[src/design/skeleton_forward_kinematics_defines.svh]
// Assertion macros used by the skeleton forward kinematics top level.
`ifndef SKELETON_FORWARD_KINEMATICS_DEFINES_SVH
`define SKELETON_FORWARD_KINEMATICS_DEFINES_SVH

`ifndef NO_ASSERTIONS

// Antecedent holds -> consequent holds in the same cycle.
`define SKF_ASSERT_IMP(label, clk, rst_n, ante, cons) \
    label: assert property (@(posedge clk) disable iff (!rst_n) (ante) |-> (cons)) \
        else $error("skf: same-cycle check failed");

// Antecedent holds -> consequent holds in the next cycle.
`define SKF_ASSERT_NXT(label, clk, rst_n, ante, cons) \
    label: assert property (@(posedge clk) disable iff (!rst_n) (ante) |=> (cons)) \
        else $error("skf: next-cycle check failed");

`else

`define SKF_ASSERT_IMP(label, clk, rst_n, ante, cons)
`define SKF_ASSERT_NXT(label, clk, rst_n, ante, cons)

`endif

`endif

[src/design/skf_ram.sv]
// Generic single-write, single-read RAM with registered read data.
module skf_ram #(
    parameter int WIDTH = 8,
    parameter int DEPTH = 16
) (
    input  logic                     i_clk,
    input  logic                     i_we,
    input  logic [$clog2(DEPTH)-1:0] i_waddr,
    input  logic [WIDTH-1:0]         i_wdata,
    input  logic                     i_re,
    input  logic [$clog2(DEPTH)-1:0] i_raddr,
    output logic [WIDTH-1:0]         o_rdata
);

    logic [WIDTH-1:0] r_mem [DEPTH];
    logic [WIDTH-1:0] r_rdata;

    // Read returns the old contents on a same-address write.
    always_ff @(posedge i_clk) begin
        if (i_we) begin
            r_mem[i_waddr] <= i_wdata;
        end
        if (i_re) begin
            r_rdata <= r_mem[i_raddr];
        end
    end

    assign o_rdata = r_rdata;

endmodule

[config.mk]
export PLATFORM = sky130hd
export DESIGN_NAME = skf_ram
export DESIGN_NICKNAME = d
export VERILOG_FILES = /design/src/design/skeleton_forward_kinematics_defines.svh /design/src/design/skf_ram.sv
export SDC_FILE = /design/constraint.sdc
export NUM_CORES = 1
export LEC_CHECK = 0
export BUFFER_PORTS_ARGS = -buffer_cell sky130_fd_sc_hd__buf_2
export CORE_UTILIZATION = 60
export DETAILED_ROUTE_END_ITERATION = 8
export PLACE_DENSITY = 0.78
export SKIP_CTS_REPAIR_TIMING = 1
export SYNTH_ARGS = -nofsm -noshare
export SYNTH_HDL_FRONTEND = slang
export SYNTH_SLANG_ARGS = --single-unit
[constraint.sdc]
create_clock -name i_clk -period 2.2 [get_ports i_clk]
set_input_delay 0.11 -clock i_clk [delete_from_list [all_inputs] [get_ports i_clk]]
set_output_delay 0.11 -clock i_clk [all_outputs]
set_load 0.05 [all_outputs]
* Yosys cells after proc, flatten, opt, wreduce, memory -nomap -nowiden *
Memory sizes are Yosys's and may differ from the RTL's. A register that Yosys moved wholly into a read port is not among the register bits.
Cells that the tools add are included.

word-level totals
  register bits after elaboration = 0
  bits in latches = 0
  bits in writable memories = 128
  bits in read-only memories = 0
  bits of input ports = 19
  output and inout bits = 8
  word-level logic and storage cells = 3
  memories = 1

cells by class
  add/sub/neg operators = 0
  multipliers = 0
  divide/modulo/power cells = 0
  $lt $le $gt $ge = 0
  equal/unequal tests = 0
  shift operators = 0
  muxes and demuxes = 2
  bitwise logic cells = 0
  reduce and logical (&&, ||, !) cells = 0

memories
  name   depth  bits a word  rd ports  clocked after memory_dff  write ports  line           RTL
  r_mem  16     8            1         1                         1            skf_ram.sv:15  logic [WIDTH-1:0] r_mem [DEPTH];

operators with widths
  cell    count
  $mux 1  2

* Depth between registers and ports, before layout *
Gate-level depths: netlist of run 1.

  depth in word-level cells = 2
  depth in mapped cells = 5
  mapped depth without buffers = 3

* Worst setup path before layout of run 1 *
Ideal clock, no wire load.

  kind = input to register
  start point = in i_waddr[2]
  end point = mem r_mem[0][0], enable pin
  library setup time = 0.383 ns
  arrival time = 1.220 ns
  required time = 1.817 ns
  slack = 0.597 ns
  stages = 2
  buffers on the path = 0
  cells stage by stage = or3b_2 nor3_1

RTL lines
  what                line           RTL
  start: declaration  skf_ram.sv:8   input logic [$clog2(DEPTH)-1:0] i_waddr,
  end: declaration    skf_ram.sv:15

Straight into the memory's write port.

==> results.yml, run 1 <==
status:
  outcome: "completed"
place:
  hpwlAfterDp_um: 6534
  postPlaceCellArea_um2: 5543
  place.gp.congestion: 0.7538
  place_ws_ps: 397.2
  io_buffers: 26
timing:
  slew_headroom: 0.4347
  fin_ws_ps: 678.4
  period_needed_ps: 1522
  final.setup.tns_ps: 0
  finClkSkew_ps: 7.603
  tightest_slew_ps: 844.8
  maxSlewViolCount: 0
  hold_viol_final: 0
  finalCritPeriodShare: 0.6916
  setup_viol: 0
  timing.fmax_mhz: 657.2
  rsz0062_at_grt: "no"
detailed_routing:
  drt-total-wl_um: 11130
  ant_nets: 0
  dr.pass1.iters: 5
  drtIter0Drc: 307
  vias_per_cell: 6.505
  drc_errors: 0
  vias: 2641
  routedWlPerCell_um: 27.42
synthesis:
  syn_nets: 248
  synth_flop_cell: "edfxtp_1"
  yosysTopAreaCell: "edfxtp_1"
  synthTopCellsByArea: "edfxtp_1, mux4_2, mux4_1, a22oi_1, nor2_1"
  synth_cell_types: 18
  synth_compound_area_frac: 0.02298
  synth_edf_count: 136
  synth_common_cells: "edfxtp_1, mux4_2, a22oi_1"
  synthSimpleGateAreaFrac: 0.03135
  yosys-mux-area-fraction: 0.1479
  netlist_area_um2: 5228
  ys_seq_area_frac: 0.7812
  yosysMostFrequentCell: "edfxtp_1"
  synthXorXnorAreaFrac: 0
  synth-adder-area-share: 0
  ys_ff_latch: 136
  yosysWarnings: 0
  synth_cells: 229
  synthArstFlopShare: 0
  synth_area_per_cell_um2: 22.83
  synth.top_cell.area_share: 0.7812
  synth_top_family_by_area: "multiplexers"
power_and_ir_drop:
  pwr-share-seq: 0.480
  power_leakage_uw: 0.002120
  switchingPower_uw: 1251
  power_density_nw_per_um2: 984.1
  p_sw_frac: 0.2043
  pwr-share-comb: 0.053
  p_int_uw: 4873
  clockPowerShare: 0.467
  peakVddDrop_mv: 0.5263
global_routing:
  grt_max_degree: 33
  use_met3: 0.07496
  top_usage_layer: "met2"
  use_met2: 0.4036
  antenna_found_initial: 0
  grt_use_total: 0.2715
  overflow: 0
  grt.met1_usage: 0.3802
  grt_pass1_vias: 2604
  grt_pass1_wl_um: 16010
clocking:
  clock-root-buffer: "clkbuf_8"
  tritoncts: "yes"
  cts_max_level: 4
  insertion_delay_ps: 520
  clockBufferDepth: 2
  clk_pin_slew_ps: 60
  cts_num_sinks: 136
  cts_buffers: 17
setup_path:
  cp.arrival_ps: 1790
  path_cells: "mux4_1, a22oi_1, nand2_1"
  crit_type: "reg -> reg"
  critical_path.endpoint_type: "flop"
  path_buf_inv: 0
  cp_slowest_cell: "mux4_1"
  worstPathMaxFanout: 1
  required_ps: 2460
  critPathTopFamily: "multiplexers"
  setup.worst_path.start_class: "flop"
  slowest_delay_ps: 580
die:
  start_util: 0.6268
  rows: 33
  io_pins: 27
  dieArea_um2: 9090
  core_area_um2: 8341
  dieHeight_um: 95.34
  die_w_um: 95.34
cells_and_area:
  multi_input_area_um2: 1057
  final_nets: 308
  fill_cells: 462
  n_antenna_cell: 0
  seq_area_um2: 4084
  postLayoutCellArea_um2: 6222
  drive_above_1_share: 0.2957
  areaGrowthSynthToFinish_pct: 19.03
  post-route-util: 0.7460
hold_path:
  hold_path_class: "in -> reg"
job:
  drv_cap: 0
-- placed cells by master (no fill, tap or decap), drive strengths merged, types with 2 or more instances in the layout --
master	count
edfxtp	136
buf	43
mux4	32
clkbuf	19
a22oi	16
nor2	13
nand2	9
dlygate4sd3	8
clkinv	6
nor3	4
bufinv	4
nand3b	2
nand2b	2
clkinvlp	2
-- registers in the layout, indices dropped and copies added (netlist names) --
signal and flops:
o_rdata 8, r_mem 128
-- layer usage --
layer / part of all wire / vias up / routed length (um)
met1: 0.41 / 1359 / 4516
li1: - / 1099 / -
met3: 0.078 / 22 / 871
met2: 0.50 / 161 / 5543
met5: 0 / - / 0
met4: 0.018 / 0 / 202
-- logic make-up after synthesis --
kind of cell           after synthesis
muxes                               32
AOI/OAI and AO/OA                   16
buffers and inverters               10
DFF                                136
and+or+nand+nor                     35
-- per-stage QoR --
| stage | instances | hold slack (ps) | power [uW] |
|---|---|---|---|
| after global placement | 367 | 498.2 | 3287 |
| after global routing | 406 | 0.3406 | 6289 |
| final | 406 | 16.47 | 6123 |
| after floorplan | 229 | 208.9 | 3177 |
| after detailed placement | 367 | 506.1 | 3301 |
| after CTS | 398 | -42.29 | 6142 |
-- power groups by stage --
stage	Sequential [uW]	Clock [uW]	Combinational, uW
final	2940	2860	324
after global routing	2940	3000	342
after CTS	2940	2890	314
after detailed placement	2990	0	310
after global placement	2990	0	300
after floorplan	3030	0	147
-- worst paths after layout --
path                                         endpoint  depth (start not counted)              startpoint  slack [ps]
worst max register to register   o_rdata[2]$_DFFE_PP_                          3   r_mem[5][2]$_DFFE_PP_         680
worst min-delay path            r_mem[4][3]$_DFFE_PP_                          2              i_waddr[0]          20
worst max-delay path             o_rdata[2]$_DFFE_PP_                          3   r_mem[5][2]$_DFFE_PP_         680
worst min register to register   o_rdata[3]$_DFFE_PP_                          3  r_mem[15][3]$_DFFE_PP_         760
-- cell type report --
| type | instances | share of cell area |
|---|---|---|
| clock buffer | 19 | 0.06777 |
| clock inverter | 12 | 0.02855 |
| multi-input combinational | 83 | 0.1699 |
| sequential | 136 | 0.6563 |
| tap | 105 | 0.02111 |
| timing repair buffer | 51 | 0.05630 |
Note: power is estimated with default switching activity, not from simulation.
==> inputs of run 2 (changes only) <==
clock period = 1.4 ns   (was 2.2 ns; I/O delays follow)
==> results.yml, run 2 (synthesis results as in run 1) <==
detailed_routing:
  dr_wl_met2_um: 5202
  vias_per_cell: 6.397
  vias: 2642
  routed.top_layer: "met4"
  ant_nets: 0
  drtIter0Drc: 286
  routedWlPerCell_um: 26.38
  wl_met3_um: 964
  drc_errors: 0
  dr.pass1.iters: 5
  drt-total-wl_um: 10900
  wl_met1_um: 4411
timing:
  finalCritPeriodShare: 1.042
  tightest_slew_ps: 1040
  setup_viol: 6
  finClkSkew_ps: 4.122
  rsz0062_at_grt: "yes"
  timing.fmax_mhz: 685.4
  maxSlewViolCount: 0
  fin_ws_ps: -58.96
  period_needed_ps: 1459
  final.setup.tns_ps: -191.1
  slew_headroom: 0.3051
  hold_viol_final: 0
setup_path:
  worstPathMaxFanout: 1
  setup.worst_path.start_class: "flop"
  slowest_delay_ps: 510
  required_ps: 1660
  r2r-start: "r_mem[7][4]$_DFFE_PP_"
  crit_type: "reg -> reg"
  cp_slowest_cell: "mux4_2"
  critical_path.endpoint_type: "flop"
  ff2ff_path_depth: 3
  path_cells: "mux4_2, a22oi_1, nand2_1"
  crit_path_start: "r_mem[7][4]$_DFFE_PP_"
  cp.arrival_ps: 1720
power_and_ir_drop:
  pwr-share-comb: 0.059
  switchingPower_uw: 2032
  pwr-share-seq: 0.492
  power_density_nw_per_um2: 1494
  peakVddDrop_mv: 1.164
  p_int_uw: 7344
  clockPowerShare: 0.448
  power_leakage_uw: 0.002095
  power.total_uw: 9375
  p_sw_frac: 0.2167
clocking:
  tritoncts: "yes"
  clock-root-buffer: "clkbuf_8"
  cts_num_sinks: 136
  clockBufferDepth: 2
  insertion_delay_ps: 510
  cts_max_level: 4
  cts_buffers: 17
  clk_pin_slew_ps: 60
job:
  drv_cap: 0
die:
  io_pins: 27
  core_area_um2: 8341
  dieArea_um2: 9090
  rows: 33
  die_w_um: 95.34
  start_util: 0.6268
  dieHeight_um: 95.34
cells_and_area:
  postLayoutCellArea_um2: 6277
  areaGrowthSynthToFinish_pct: 20.08
  layout_commonest_cell: "edfxtp_1"
  fin_cells: 413
  n_antenna_cell: 0
  top_register: "r_mem"
  largest_reg_flops: 128
  final_nets: 314
  layout_common_cells: "edfxtp_1, mux4_2, buf_2, buf_4, clkbuf_16"
  drive_above_1_share: 0.3961
global_routing:
  grt_pass1_wl_um: 15770
  grt_max_degree: 18
  grt_pass1_vias: 2631
  antenna_found_initial: 0
  grt_use_total: 0.2666
  overflow: 0
hold_path:
  hold_start: "i_waddr[0]"
  hold_depth: 3
  hold_path_class: "in -> reg"
place:
  postPlaceCellArea_um2: 5610
  place.gp.congestion: 0.8068
  hpwlAfterDp_um: 6302
  dp.cells: 372
  io_buffers: 26
status:
  outcome: "finished, violations left"
  violations: "setup timing"
-- run 2: layer usage --
metal  up-vias  global-route usage
met5         -                   0
met3        28             0.07416
met2       175              0.3982
met4         0              0.1199
li1       1105                   -
met1      1334              0.3722
-- run 2: path summary, 6_finish.rpt --
path | endpoint | slack (ps)
min | r_mem[4][0]$_DFFE_PP_ | 130
min reg2reg | o_rdata[3]$_DFFE_PP_ | 750
max reg2reg | o_rdata[4]$_DFFE_PP_ | -60
max | o_rdata[4]$_DFFE_PP_ | -60
-- run 2: worst max-delay path, delay by kind of cell (launching register included) --
family           cells  cell delay, ps
multiplexers         1             510
AO/OA/AOI/OAI        1             190
AND/OR/NAND/NOR      1              90
flip-flops           1             420
-- run 2: through the flow --
step,hold slack [ps],worst slack [ps],util
global route,125.2,-74.19,0.7526
floorplan,168.9,47.59,-
finish,131.4,-58.96,0.7526
CTS,-85.04,-168.9,0.7405
detailed placement,459.7,-206.9,0.6727
global placement,456.8,-225.7,0.6727
-- run 2: layout make-up --
cell class,count,area (um^2)
well taps,105,131.4
repair buffers,57,422.9
flip-flops and latches,136,4084
multi-input cells,83,1074
clock buffers,17,414.1
clock inverters,15,151.4
fillers,461,2063
-- run 2: power groups by stage --
stage               combinational (uW)  clock, uW  sequential [uW]
floorplan                          232          0             4760
global placement                   483          0             4690
detailed placement                 497          0             4700
CTS                                504       4250             4610
global route                       591       4410             4620
finish                             555       4200             4620
